File: src/rtl/qcp_pkg.sv
// Shared widths, register codes and trust codes of the queue-to-class partition block.
package qcp_pkg;

    localparam int QIDX_W     = 8;  // queue index, queue count, offset
    localparam int CLS_W      = 3;  // class index
    localparam int CNT_W      = 8;  // per-class queue count
    localparam int UCC_W      = 4;  // user class count (divisor)
    localparam int TRUST_W    = 2;
    localparam int CFG_IDX_W  = 3;
    localparam int CFG_DATA_W = 8;

    // Configuration register indexes
    typedef enum logic [CFG_IDX_W-1:0] {
        REG_QUEUE_PAIR_COUNT = 3'd0,
        REG_USER_CLASS_COUNT = 3'd1,
        REG_TRUST_MODE       = 3'd2,
        REG_PCP_CLASS_MASK   = 3'd3,
        REG_DSCP_CLASS_MASK  = 3'd4,
        REG_DEFAULT_CLASS    = 3'd5,
        REG_DCB_ENABLE       = 3'd6
    } cfg_reg_t;

    // Trust modes; any other code selects no class mask
    localparam logic [TRUST_W-1:0] TRUST_PCP  = 2'd0;
    localparam logic [TRUST_W-1:0] TRUST_DSCP = 2'd1;

endpackage

File: src/rtl/qcp_query_if.sv
// Query channel: queue index and class index with valid/ready handshake.
interface qcp_query_if import qcp_pkg::*; ();
    logic              valid;
    logic              ready;
    logic [QIDX_W-1:0] queue_index;
    logic [CLS_W-1:0]  class_index;

    modport source (output valid, output queue_index, output class_index, input ready);
    modport sink   (input valid, input queue_index, input class_index, output ready);
endinterface

File: src/rtl/qcp_result_if.sv
// Result channel: class of the queue and range of the class with valid/ready handshake.
interface qcp_result_if import qcp_pkg::*; ();
    logic              valid;
    logic              ready;
    logic [CLS_W-1:0]  queue_class;
    logic              queue_in_use;
    logic [QIDX_W-1:0] class_queue_offset;
    logic [CNT_W-1:0]  class_queue_count;

    modport source (
        output valid, output queue_class, output queue_in_use,
        output class_queue_offset, output class_queue_count, input ready
    );
    modport sink (
        input valid, input queue_class, input queue_in_use,
        input class_queue_offset, input class_queue_count, output ready
    );
endinterface

File: src/rtl/queue_to_class_partition_unit.sv
// Top level of the queue-to-class partition block: config registers and five-stage lookup pipeline.
//
// Usage: software writes the seven configuration registers over the plain write
// port (cfg_wr_en, cfg_index, cfg_data) while no transaction is in flight. Each
// transaction on the query channel carries a queue index and a class index; the
// matching transaction on the result channel returns the class owning that queue,
// whether the queue is below the queue pair count, and the first queue and the
// queue count of the asked class.
// Throughput: one query per cycle while the result channel is not stalled. The
// per-class share is found by a restoring divider spread over the first three
// stages (three, three and two quotient bits), stage four builds the class
// ranges and stage five matches the queue.
// Reset clears all configuration registers and empties the pipeline.
// When the receiver stalls, the result register holds its transaction and each
// stage holds in turn as the stage after it fills; nothing is dropped or repeated,
// and the query channel keeps accepting while any stage is still empty.
module queue_to_class_partition_unit
    import qcp_pkg::*;
#(
    parameter int NUM_CLASSES = 8
) (
    input  logic                  clk,
    input  logic                  rst_n,
    input  logic                  cfg_wr_en,
    input  logic [CFG_IDX_W-1:0]  cfg_index,
    input  logic [CFG_DATA_W-1:0] cfg_data,
    qcp_query_if.sink             query,
    qcp_result_if.source          result
);

    typedef struct packed {
        logic [UCC_W-1:0]  rem;
        logic [QIDX_W-1:0] quo;
    } div_state_t;

    // One restoring division step: bring in one dividend bit, subtract if it fits
    function automatic div_state_t div_step(div_state_t s, logic b, logic [UCC_W-1:0] d);
        logic [UCC_W:0] t;
        div_state_t     o;
        t = {s.rem, b};
        if (t >= {1'b0, d})
        begin
            o.rem = UCC_W'(t - {1'b0, d});
            o.quo = {s.quo[QIDX_W-2:0], 1'b1};
        end
        else
        begin
            o.rem = t[UCC_W-1:0];
            o.quo = {s.quo[QIDX_W-2:0], 1'b0};
        end
        return o;
    endfunction

    // Configuration registers
    logic [QIDX_W-1:0] queue_pair_count_reg;
    logic [UCC_W-1:0]  user_class_count_reg;
    logic [TRUST_W-1:0] trust_mode_reg;
    logic [7:0]        pcp_class_mask_reg;
    logic [7:0]        dscp_class_mask_reg;
    logic [CLS_W-1:0]  default_class_reg;
    logic              dcb_enable_reg;

    // Pipeline registers
    logic              s1_valid_reg, s2_valid_reg, s3_valid_reg, s4_valid_reg, s5_valid_reg;
    logic              en1, en2, en3, en4, en5;
    logic [QIDX_W-1:0] s1_q_reg, s2_q_reg, s3_q_reg, s4_q_reg;
    logic [CLS_W-1:0]  s1_ci_reg, s2_ci_reg, s3_ci_reg, s4_ci_reg;
    div_state_t        s1_div_reg, s2_div_reg, s3_div_reg;
    div_state_t        s1_div_next, s2_div_next, s3_div_next;
    logic [QIDX_W-1:0] s4_off_reg [NUM_CLASSES];
    logic [CNT_W-1:0]  s4_cnt_reg [NUM_CLASSES];
    logic [QIDX_W-1:0] s4_off_next [NUM_CLASSES];
    logic [CNT_W-1:0]  s4_cnt_next [NUM_CLASSES];
    logic [CLS_W-1:0]  s5_class_reg, s5_class_next;
    logic              s5_in_use_reg, s5_in_use_next;
    logic [QIDX_W-1:0] s5_off_reg, s5_off_next;
    logic [CNT_W-1:0]  s5_cnt_reg, s5_cnt_next;
    logic [7:0]        class_mask;

    // Write configuration registers; indexes beyond the list are ignored
    always_ff @(posedge clk or negedge rst_n)
    begin
        if (!rst_n)
        begin
            queue_pair_count_reg <= '0;
            user_class_count_reg <= '0;
            trust_mode_reg       <= '0;
            pcp_class_mask_reg   <= '0;
            dscp_class_mask_reg  <= '0;
            default_class_reg    <= '0;
            dcb_enable_reg       <= 1'b0;
        end
        else if (cfg_wr_en)
        begin
            unique case (cfg_reg_t'(cfg_index))
                REG_QUEUE_PAIR_COUNT: queue_pair_count_reg <= cfg_data[QIDX_W-1:0];
                REG_USER_CLASS_COUNT: user_class_count_reg <= cfg_data[UCC_W-1:0];
                REG_TRUST_MODE:       trust_mode_reg       <= cfg_data[TRUST_W-1:0];
                REG_PCP_CLASS_MASK:   pcp_class_mask_reg   <= cfg_data[7:0];
                REG_DSCP_CLASS_MASK:  dscp_class_mask_reg  <= cfg_data[7:0];
                REG_DEFAULT_CLASS:    default_class_reg    <= cfg_data[CLS_W-1:0];
                REG_DCB_ENABLE:       dcb_enable_reg       <= cfg_data[0];
                default: ;
            endcase
        end
    end

    // Advance a stage when it is empty or the stage after it advances
    assign en5 = !s5_valid_reg || result.ready;
    assign en4 = !s4_valid_reg || en5;
    assign en3 = !s3_valid_reg || en4;
    assign en2 = !s2_valid_reg || en3;
    assign en1 = !s1_valid_reg || en2;
    assign query.ready = en1;

    always_ff @(posedge clk or negedge rst_n)
    begin
        if (!rst_n)
        begin
            s1_valid_reg <= 1'b0;
            s2_valid_reg <= 1'b0;
            s3_valid_reg <= 1'b0;
            s4_valid_reg <= 1'b0;
            s5_valid_reg <= 1'b0;
        end
        else
        begin
            if (en1) s1_valid_reg <= query.valid;
            if (en2) s2_valid_reg <= s1_valid_reg;
            if (en3) s3_valid_reg <= s2_valid_reg;
            if (en4) s4_valid_reg <= s3_valid_reg;
            if (en5) s5_valid_reg <= s4_valid_reg;
        end
    end

    // Divide queue pair count by user class count, three, three and two bits per stage
    always_comb
    begin
        div_state_t s;
        s = '0;
        for (int k = 0; k < 3; k++)
            s = div_step(s, queue_pair_count_reg[QIDX_W-1-k], user_class_count_reg);
        s1_div_next = s;
        s = s1_div_reg;
        for (int k = 3; k < 6; k++)
            s = div_step(s, queue_pair_count_reg[QIDX_W-1-k], user_class_count_reg);
        s2_div_next = s;
        s = s2_div_reg;
        for (int k = 6; k < QIDX_W; k++)
            s = div_step(s, queue_pair_count_reg[QIDX_W-1-k], user_class_count_reg);
        s3_div_next = s;
    end

    // Select the class mask of the trust mode
    always_comb
    begin
        priority if (trust_mode_reg == TRUST_DSCP)
            class_mask = dscp_class_mask_reg;
        else if (trust_mode_reg == TRUST_PCP)
            class_mask = pcp_class_mask_reg;
        else
            class_mask = '0;
    end

    // Build contiguous ranges: enabled classes in ascending order by rank
    always_comb
    begin
        logic [3:0]  rank;
        logic [11:0] prod;
        logic        extra;
        logic        ranges_on;
        rank      = '0;
        ranges_on = (user_class_count_reg != '0) && (s3_div_reg.quo != '0);
        for (int c = 0; c < NUM_CLASSES; c++)
        begin
            prod  = 12'(rank) * 12'(s3_div_reg.quo);
            extra = (rank < s3_div_reg.rem);
            prod  = prod + (extra ? 12'(rank) : 12'(s3_div_reg.rem));
            if (ranges_on && class_mask[c])
            begin
                s4_off_next[c] = prod[QIDX_W-1:0];
                s4_cnt_next[c] = s3_div_reg.quo + CNT_W'(extra);
                rank           = rank + 4'd1;
            end
            else
            begin
                s4_off_next[c] = '0;
                s4_cnt_next[c] = '0;
            end
        end
    end

    // Match the queue to each range (DCB on, highest class wins, default if none); pick the asked range
    always_comb
    begin
        logic [QIDX_W:0] range_end;
        s5_class_next = default_class_reg;
        s5_off_next   = '0;
        s5_cnt_next   = '0;
        for (int c = 0; c < NUM_CLASSES; c++)
        begin
            range_end = {1'b0, s4_off_reg[c]} + {1'b0, s4_cnt_reg[c]};
            if (dcb_enable_reg && s4_cnt_reg[c] != '0 && s4_q_reg >= s4_off_reg[c]
                && {1'b0, s4_q_reg} < range_end)
                s5_class_next = CLS_W'(c);
            if (s4_ci_reg == CLS_W'(c))
            begin
                s5_off_next = s4_off_reg[c];
                s5_cnt_next = s4_cnt_reg[c];
            end
        end
        s5_in_use_next = (s4_q_reg < queue_pair_count_reg);
    end

    // Payload registers
    always_ff @(posedge clk)
    begin
        if (en1)
        begin
            s1_q_reg   <= query.queue_index;
            s1_ci_reg  <= query.class_index;
            s1_div_reg <= s1_div_next;
        end
        if (en2)
        begin
            s2_q_reg   <= s1_q_reg;
            s2_ci_reg  <= s1_ci_reg;
            s2_div_reg <= s2_div_next;
        end
        if (en3)
        begin
            s3_q_reg   <= s2_q_reg;
            s3_ci_reg  <= s2_ci_reg;
            s3_div_reg <= s3_div_next;
        end
        if (en4)
        begin
            s4_q_reg   <= s3_q_reg;
            s4_ci_reg  <= s3_ci_reg;
            s4_off_reg <= s4_off_next;
            s4_cnt_reg <= s4_cnt_next;
        end
        if (en5)
        begin
            s5_class_reg  <= s5_class_next;
            s5_in_use_reg <= s5_in_use_next;
            s5_off_reg    <= s5_off_next;
            s5_cnt_reg    <= s5_cnt_next;
        end
    end

    // Drive the result channel from the last stage
    assign result.valid              = s5_valid_reg;
    assign result.queue_class        = s5_class_reg;
    assign result.queue_in_use       = s5_in_use_reg;
    assign result.class_queue_offset = s5_off_reg;
    assign result.class_queue_count  = s5_cnt_reg;

endmodule

File: src/flat_wrapper.sv
// flat-port wrapper written by rule: the top's interface ports become plain ports
module queue_to_class_partition_unit_flat import qcp_pkg::*;
#(
    parameter int NUM_CLASSES = 8
)
  (clk, rst_n, cfg_wr_en, cfg_index, cfg_data, query_valid, query_queue_index, query_class_index, query_ready, result_valid, result_queue_class, result_queue_in_use, result_class_queue_offset, result_class_queue_count, result_ready);
  qcp_query_if query_i ();
  qcp_result_if result_i ();
  input  logic clk;
  input  logic rst_n;
  input  logic cfg_wr_en;
  input  logic [CFG_IDX_W-1:0] cfg_index;
  input  logic [CFG_DATA_W-1:0] cfg_data;
  input wire logic [$bits(query_i.valid)-1:0] query_valid;
  input wire logic [$bits(query_i.queue_index)-1:0] query_queue_index;
  input wire logic [$bits(query_i.class_index)-1:0] query_class_index;
  output wire logic [$bits(query_i.ready)-1:0] query_ready;
  output wire logic [$bits(result_i.valid)-1:0] result_valid;
  output wire logic [$bits(result_i.queue_class)-1:0] result_queue_class;
  output wire logic [$bits(result_i.queue_in_use)-1:0] result_queue_in_use;
  output wire logic [$bits(result_i.class_queue_offset)-1:0] result_class_queue_offset;
  output wire logic [$bits(result_i.class_queue_count)-1:0] result_class_queue_count;
  input wire logic [$bits(result_i.ready)-1:0] result_ready;
  assign query_i.valid = query_valid;
  assign query_i.queue_index = query_queue_index;
  assign query_i.class_index = query_class_index;
  assign query_ready = query_i.ready;
  assign result_valid = result_i.valid;
  assign result_queue_class = result_i.queue_class;
  assign result_queue_in_use = result_i.queue_in_use;
  assign result_class_queue_offset = result_i.class_queue_offset;
  assign result_class_queue_count = result_i.class_queue_count;
  assign result_i.ready = result_ready;
  queue_to_class_partition_unit #(.NUM_CLASSES(NUM_CLASSES)) u_core (.clk(clk), .rst_n(rst_n), .cfg_wr_en(cfg_wr_en), .cfg_index(cfg_index), .cfg_data(cfg_data), .query(query_i), .result(result_i));
endmodule
File: config.mk
export PLATFORM = sky130hd
export DESIGN_NAME = queue_to_class_partition_unit_flat
export DESIGN_NICKNAME = d
export VERILOG_FILES = /design/src/rtl/qcp_pkg.sv /design/src/rtl/qcp_query_if.sv /design/src/rtl/qcp_result_if.sv /design/src/rtl/queue_to_class_partition_unit.sv /design/src/flat_wrapper.sv
export SDC_FILE = /design/constraint.sdc
export NUM_CORES = 1
export LEC_CHECK = 0
export BUFFER_PORTS_ARGS = -buffer_cell sky130_fd_sc_hd__buf_4
export CORE_UTILIZATION = 49
export CTS_BUF_LIST = sky130_fd_sc_hd__clkbuf_4 sky130_fd_sc_hd__clkbuf_8
export DETAILED_ROUTE_END_ITERATION = 6
export GPL_ROUTABILITY_DRIVEN = 0
export SYNTH_ARGS = -nofsm -noshare
export SYNTH_HDL_FRONTEND = slang
export SYNTH_SLANG_ARGS = --single-unit
File: constraint.sdc
create_clock -name clk -period 10.6 [get_ports clk]
set_input_delay 2.12 -clock clk [delete_from_list [all_inputs] [get_ports clk]]
set_output_delay 2.12 -clock clk [all_outputs]
set_load 0.1 [all_outputs]
==> results of run 1 <==
-- final cells by class --
| type | count | area (um2) |
|---|---|---|
| fill | 4055 | 20610 |
| clock buffer | 67 | 815.8 |
| clock inverter | 19 | 272.8 |
| inverter | 212 | 798.3 |
| timing repair buffer | 80 | 600.6 |
| sequential | 256 | 7492 |
| multi-input combinational | 1714 | 14330 |
| tap | 600 | 750.7 |
-- critical path: cells and delay by family (launching register included) --
family                     cells  cell delay [ns]
adders and majority gates      9             2.97
and+or+nand+nor                9             2.34
AOI/OAI and AO/OA             10             1.60
xor gates and xnor gates       4             0.85
muxes                          2             0.68
DFF                            1             0.62
buffers and inverters          2             0.41
-- worst paths after layout --
path / start / to / slack, ns / cells after the start
hold / removal: u_core.s2_div_reg[5]$_DFFE_PP_ / u_core.s3_div_reg[7]$_DFFE_PP_ / 0.41 / 0
hold reg to reg: u_core.s2_div_reg[5]$_DFFE_PP_ / u_core.s3_div_reg[7]$_DFFE_PP_ / 0.41 / 0
setup reg to reg: u_core.s3_div_reg[7]$_DFFE_PP_ / u_core.s4_off_reg[7]$_SDFFCE_PN0P_ / 0.85 / 36
max in group asynchronous: rst_n / u_core.result.valid$_DFFE_PN0P_ / 8.71 / 1
min in group asynchronous: rst_n / u_core.pcp_class_mask_reg[2]$_DFFE_PN0P_ / 1.48 / 1
setup / recovery: u_core.s3_div_reg[7]$_DFFE_PP_ / u_core.s4_off_reg[7]$_SDFFCE_PN0P_ / 0.85 / 36
-- metrics by stage --
step	setup WS, ns	hold slack, ns	cell area [um2]	utilization [%]	std cells
3_5_place_dp	0.9144	0.4045	23970	52.49	2862
6_report	0.8522	0.4099	25060	54.87	2948
2_1_floorplan	1.598	0.4003	22900	-	2250
4_1_cts	0.8969	0.4155	25060	54.87	2948
3_3_place_gp	1.188	0.4020	23970	52.49	2862
5_1_grt	0.05466	0.4188	25060	54.87	2948
-- cell families (layout without fill, tap and decap cells) --
kind of cell | after synthesis | in the layout | share of synthesized area, %
AND/OR/NAND/NOR | 590 | 590 | 13.14
AO/OA/AOI/OAI | 419 | 419 | 12.12
adder cells (fa/ha/maj) | 417 | 417 | 25.14
buffers and inverters | 280 | 378 | 4.776
flip-flops | 256 | 256 | 32.80
XOR/XNOR | 181 | 181 | 7.432
multiplexers | 90 | 90 | 4.562
other | 2 | 17 | 0.03287
-- routing by layer --
metal  track usage, %  part of all wire, %  up-vias
met4            10.86                  3.8        0
li1                 -                    -     8016
met2            41.63                   44      539
met3            4.379                  6.6      134
met1            38.04                   46     8008
met5                0                    0        -
-- cell usage in the layout (no fill, tap or decap), types with 70 or more instances in the layout --
| master | netlist | final |
|---|---|---|
| o21ai_0 | 91 | 91 |
| edfxtp_1 | 217 | 217 |
| nor2_1 | 144 | 144 |
| buf_4 | 3 | 80 |
| fa_1 | 70 | 70 |
| xnor2_1 | 122 | 122 |
| and2_1 | 86 | 86 |
| a21oi_1 | 102 | 102 |
| inv_1 | 207 | 207 |
| a21o_1 | 92 | 92 |
| ha_1 | 347 | 347 |
| nand2_1 | 171 | 170 |
==> impl_metrics.toml, run 1 <==
[clock_network]
clock_latency_ns = 0.64
htreeDepth = 2
clock_sinks = 256
cts-root-buf = "clkbuf_8"
numCtsBuffers = 47
cts_setup_buffers = 0
cts.clk_slew.worst_paths_ns = 0.06
ctsHoldBuffers = 0
cts_resized = 0
clockBufferDepth = 3
cts_tree = "done"

[setup_path]
cpMaxStageDelayCell = "edfxtp_1"
start_kind = "flip-flop"
endpoint_kind = "flip-flop"
cp.required_ns = 10.97
cp_max_fo = 12
worst_path_most_repeated_cell = "ha_1"
crit_type = "flip-flop to flip-flop"
critPathMaxStageDelay_ns = 0.62
critPathArrivalTime_ns = 10.11

[synth]
synth_flop_cell = "edfxtp_1"
avgSynthCellArea_um2 = 10.22
synth.most_common_cell = "ha_1"
yosys_warnings = 0
yosysTopAreaCellShare_pct = 28.52
synth.distinct_cells = 89
ys_top_cells_by_count = "347 x ha_1, 217 x edfxtp_1, 207 x inv_1"
synthesis.area_um2 = 22840
synth_edf_count = 217
yosys-top-cells-area = "edfxtp_1 29%, ha_1 19%, fa_1 6.1%"
ys_seq_elements = 256
netlist_instances = 2235
ys_seq_area_share_pct = 32.80
synthArstFlopShare_pct = 15.23
synth_top_area_cell = "edfxtp_1"

[detailed_routing]
via_per_inst = 5.664
routed_wl_um = 62610
drtPass1Iterations = 5
drt_iter0_drc = 922
drc = 0
drt.antenna.violating_nets = 0
vias = 16700
wl_per_cell_um = 21.24

[die]
die_h_um = 217.9
dieArea_um2 = 47490
start_util_pct = 50.02
rows = 78
fp.coreArea_um2 = 45670
die_w_um = 217.9
ios = 49

[grt]
antenna_found_initial = 1
grt_max_degree = 74
first_global_vias = 16610
grt_first_pass_wirelength_um = 97330
grt_overflow = 0
grt_use_total_pct = 27.12

[timing]
slew-limit-headroom_pct = 25.95
fin_crit_sh_pct = 91.96
tightest_slew_ns = 1.109
final.setup_skew_ns = 0.04051
fin_tns_setup_ns = 0
timing.fmax_mhz = 102.6
setup_viol = 0
final-max-slew-violation-count = 0
rsz0062_at_grt = "no"
hold_viol_final = 0
finalCriticalPeriod_ns = 9.748

[final_layout]
syn_to_final_growth_pct = 9.705
final_nets = 2755
diodes = 0
largest_reg_flops = 64
drive_gt1_share_pct = 10.65

[worst_hold_path]
worstHoldPathType = "flip-flop to flip-flop"

[placed_design]
hpwl_um = 48250
port_buffers = 48

[flow_run]
drv_cap = 0

[status]
status = "finished clean"
Power of run 1 is left out: the tool's default activity adds up to more than one toggle a clock period on the data nets, which glitch-free logic cannot reach.
==> run 2, diff against run 1 <==
Settings changed: PLACE_DENSITY set to 0.73.
==> impl_metrics.toml, run 2 (synthesis gave the netlist of run 1 again) <==
[timing]
slew-limit-headroom_pct = 15.89
fin_tns_setup_ns = 0
finalCriticalPeriod_ns = 9.882
timing.fmax_mhz = 101.2
final.setup_skew_ns = 0.03859
tightest_slew_ns = 1.258
rsz0062_at_grt = "no"
fin_crit_sh_pct = 93.23
setup_viol = 0
final-max-slew-violation-count = 0
hold_viol_final = 0

[die]
die_w_um = 217.9
die_h_um = 217.9
ios = 49
dieArea_um2 = 47490
start_util_pct = 50.02
rows = 78
fp.coreArea_um2 = 45670

[grt]
antenna_found_initial = 0
grt_use_total_pct = 26.00
grt_first_pass_wirelength_um = 94790
grt_overflow = 0
first_global_vias = 17100
grt_max_degree = 87

[clock_network]
cts_setup_buffers = 0
cts_resized = 0
cts_tree = "done"
cts-root-buf = "clkbuf_8"
cts.clk_slew.worst_paths_ns = 0.07
htreeDepth = 2
clock_sinks = 256
clockBufferDepth = 3
numCtsBuffers = 46
ctsHoldBuffers = 0
clock_latency_ns = 0.64

[flow_run]
drv_cap = 0

[final_layout]
diodes = 0
mostFrequentLayoutCell = "ha_1"
largest_reg_flops = 64
drive_gt1_share_pct = 10.29
final_nets = 2751
mostFrequentLayoutCells = "347 x ha_1, 217 x edfxtp_1, 207 x inv_1"
syn_to_final_growth_pct = 9.360

[placed_design]
port_buffers = 48
hpwl_um = 46590

[setup_path]
cpMaxStageDelayCell = "edfxtp_1"
critPathMaxStageDelay_ns = 0.65
worst_path_most_repeated_cell = "ha_1"
cp.required_ns = 10.96
cp_max_fo = 12
start_kind = "flip-flop"
crit_type = "flip-flop to flip-flop"
critPathArrivalTime_ns = 10.24
endpoint_kind = "flip-flop"

[detailed_routing]
drtPass1Iterations = 5
vias = 17200
via_per_inst = 5.850
wl_per_cell_um = 20.74
routed_wl_um = 61000
drt_iter0_drc = 1565
drt.antenna.violating_nets = 0
drc = 0

[worst_hold_path]
worstHoldPathType = "flip-flop to flip-flop"

[status]
status = "finished clean"
run 2: critical path: cells and delay by family (launching register included):
family / cells / cell delay (ns)
mux: 1 / 0.34
fa+ha+maj: 9 / 3.65
buf+inv: 4 / 0.66
flops: 1 / 0.65
simple gates: 9 / 1.57
compound gates: 9 / 1.84
xor+xnor: 4 / 0.88
run 2: stage by stage:
stage,hold WS [ns],setup WS [ns],instances,instance area [um2],util [%]
after global routing,0.4273,0.2218,2941,24980,54.70
after CTS,0.4176,0.8354,2941,24980,54.70
after detailed placement,0.4045,0.8586,2859,23950,52.44
final,0.4187,0.7176,2941,24980,54.70
after floorplan,0.4003,1.598,2250,22900,-
after global placement,0.4012,1.277,2859,23950,52.44
run 2: path summary, 6_finish.rpt:
path	endpoint	slack [ns]	depth (start not counted)	start
worst min-delay path	u_core.s2_ci_reg[2]$_DFFE_PP_	0.42	0	u_core.s1_ci_reg[2]$_DFFE_PP_
max in group asynchronous	u_core.pcp_class_mask_reg[0]$_DFFE_PN0P_	8.76	1	rst_n
worst min register to register	u_core.s2_ci_reg[2]$_DFFE_PP_	0.42	0	u_core.s1_ci_reg[2]$_DFFE_PP_
worst max-delay path	u_core.s4_off_reg[7]$_SDFFCE_PN0P_	0.72	36	u_core.s3_div_reg[7]$_DFFE_PP_
min in group asynchronous	u_core.queue_pair_count_reg[5]$_DFFE_PN0P_	1.47	1	rst_n
worst max register to register	u_core.s4_off_reg[7]$_SDFFCE_PN0P_	0.72	36	u_core.s3_div_reg[7]$_DFFE_PP_
run 2: cell type report:
cell class                 count  area [um2]
clock buffer                  56       708.2
clock inverter                26       324.1
fill                        3903       20690
inverter                     212       798.3
multi-input combinational   1714       14330
sequential                   256        7492
tap                          600       750.7
timing repair buffer          77       578.1
run 2: per-layer routing:
metal	track usage, %	share of wire, %	up-vias
li1	-	-	8000
met1	34.74	42	8313
met2	40.89	45	724
met3	4.184	8.2	167
met4	12.82	5.0	0
met5	0	0	-
Power of run 2 is left out for the same reason.
==> run 3, diff against run 2 <==
Settings changed: PLACE_DENSITY 0.73 to 0.75.
Clock period 10.6 ns to 9 ns, I/O delays scaled along.
==> impl_metrics.toml, run 3 (synthesis gave the netlist of run 1 again) <==
[status]
status = "finished clean"

[setup_path]
cpMaxStageDelayCell = "xor3_1"
critPathMaxStageDelay_ns = 0.45
crit_type = "flip-flop to flip-flop"
r2r_cells = 34
crit_start = "u_core.s3_div_reg[6]$_DFFE_PP_"
worst_path_most_repeated_cell = "ha_1"
crit_family = "adder cells"
cp.required_ns = 9.31
crit_buf_inv = 1
cp_max_fo = 11
start_kind = "flip-flop"
endpoint_kind = "flip-flop"
critPathArrivalTime_ns = 8.89
ff2ff_setup_slack_ns = 0.42
r2r-start = "u_core.s3_div_reg[6]$_DFFE_PP_"
reg2reg_to = "u_core.s4_off_reg[7]$_SDFFCE_PN0P_"

[final_layout]
final_nets = 2764
drive_gt1_share_pct = 11.05
final_core_util_pct = 54.92
syn_to_final_growth_pct = 9.809
largest_reg_flops = 64
diodes = 0
mostFrequentLayoutCell = "ha_1"
fillers = 3844
mostFrequentLayoutCells = "345 x ha_1, 217 x edfxtp_1, 206 x inv_1"

[clock_network]
clock_latency_ns = 0.60
cts-root-buf = "clkbuf_8"
numCtsBuffers = 45
htreeDepth = 2
cts_tree = "done"
clock_sinks = 256
cts.clk_slew.worst_paths_ns = 0.06
clockBufferDepth = 3

[detailed_routing]
drt.antenna.violating_nets = 0
via_per_inst = 5.826
drc = 0
routed_wl_um = 60460
drtPass1Iterations = 5
vias = 17210
drt_iter0_drc = 1419
wl_per_cell_um = 20.47

[grt]
grt_overflow = 0
grt_first_pass_wirelength_um = 94760
antenna_found_initial = 0
first_global_vias = 17330
grt_use_total_pct = 25.82
grt_max_degree = 87

[timing]
slew-limit-headroom_pct = 19.12
fin_ws_ns = 0.4176
tightest_slew_ns = 1.210
hold_viol_final = 0
finalCriticalPeriod_ns = 8.582
final.setup_skew_ns = 0.02683
timing.fmax_mhz = 116.5
setup_viol = 0
final-max-slew-violation-count = 0
fin_crit_sh_pct = 95.36

[die]
die_w_um = 217.9
start_util_pct = 50.02
rows = 78
dieArea_um2 = 47490
die_h_um = 217.9
ios = 49
fp.coreArea_um2 = 45670

[worst_hold_path]
worst_hold_path.endpoint = "u_core.s3_div_reg[6]$_DFFE_PP_"
holdPathStages = 0
worstHoldPathType = "flip-flop to flip-flop"
hp-start = "u_core.s2_div_reg[4]$_DFFE_PP_"

[placed_design]
hpwl_um = 45930
place_ws_ns = -0.0007248
port_buffers = 48

[flow_run]
drv_cap = 0
==> run 3: cell count changes in the layout (fill, tap and decap cells not counted), sizes merged <==
cell,previous run,this run
buf,77,91
bufinv,7,5
clkbuf,56,58
clkinv,16,13
inv,213,214
==> run 3: layer usage <==
metal	up-vias	global-route usage [%]	wire, um
met5	-	0	0
met4	0	13.78	3359
met3	206	4.491	4830
met2	678	40.97	27190
met1	8294	33.59	25080
li1	8027	-	-
==> run 3: worst max-delay path by stage <==
stage | end | slack (ns) | cells past startpoint
after CTS | u_core.s4_off_reg[7]$_SDFFCE_PN0P_ | 0.07 | 34
after global placement | u_core.s4_off_reg[7]$_SDFFCE_PN0P_ | 0.26 | 34
after global routing | u_core.s4_off_reg[7]$_SDFFCE_PN0P_ | -0.004 | 33
after detailed placement | u_core.s4_off_reg[7]$_SDFFCE_PN0P_ | -0.0007 | 34
final | u_core.s4_off_reg[7]$_SDFFCE_PN0P_ | 0.42 | 34
after floorplan | u_core.s4_off_reg[7]$_SDFFCE_PN0P_ | 0.01 | 39
==> run 3: timing repair <==
item	4_1_cts	5_1_grt
endpoints found under the setup margin	1	1
buffers inserted	1	4
hold buffers	0	0
resized for setup	0	12
cloned	0	0
pin swaps	1	2
==> run 3: cell type report <==
class | count | area, um2 | share of cell area, %
Sequential cell | 256 | 7492 | 29.87
Multi-Input combinational cell | 1714 | 14370 | 57.28
Inverter | 212 | 798.3 | 3.182
Timing Repair Buffer | 91 | 686.9 | 2.738
Clock inverter | 22 | 246.5 | 0.9826
Tap cell | 600 | 750.7 | 2.993
Clock buffer | 58 | 742.0 | 2.958
==> run 3: per-stage QoR <==
step	TNS, ns	instances	cell area [um2]	hold slack [ns]
finish	0	2953	25090	0.4130
global route	-0.004371	2953	25090	0.4243
CTS	0	2949	25010	0.4156
detailed placement	-0.0007248	2868	24020	0.4045
global placement	0	2868	24020	0.4013
floorplan	0	2250	22900	0.4003
Power of run 3 is left out for the same reason.
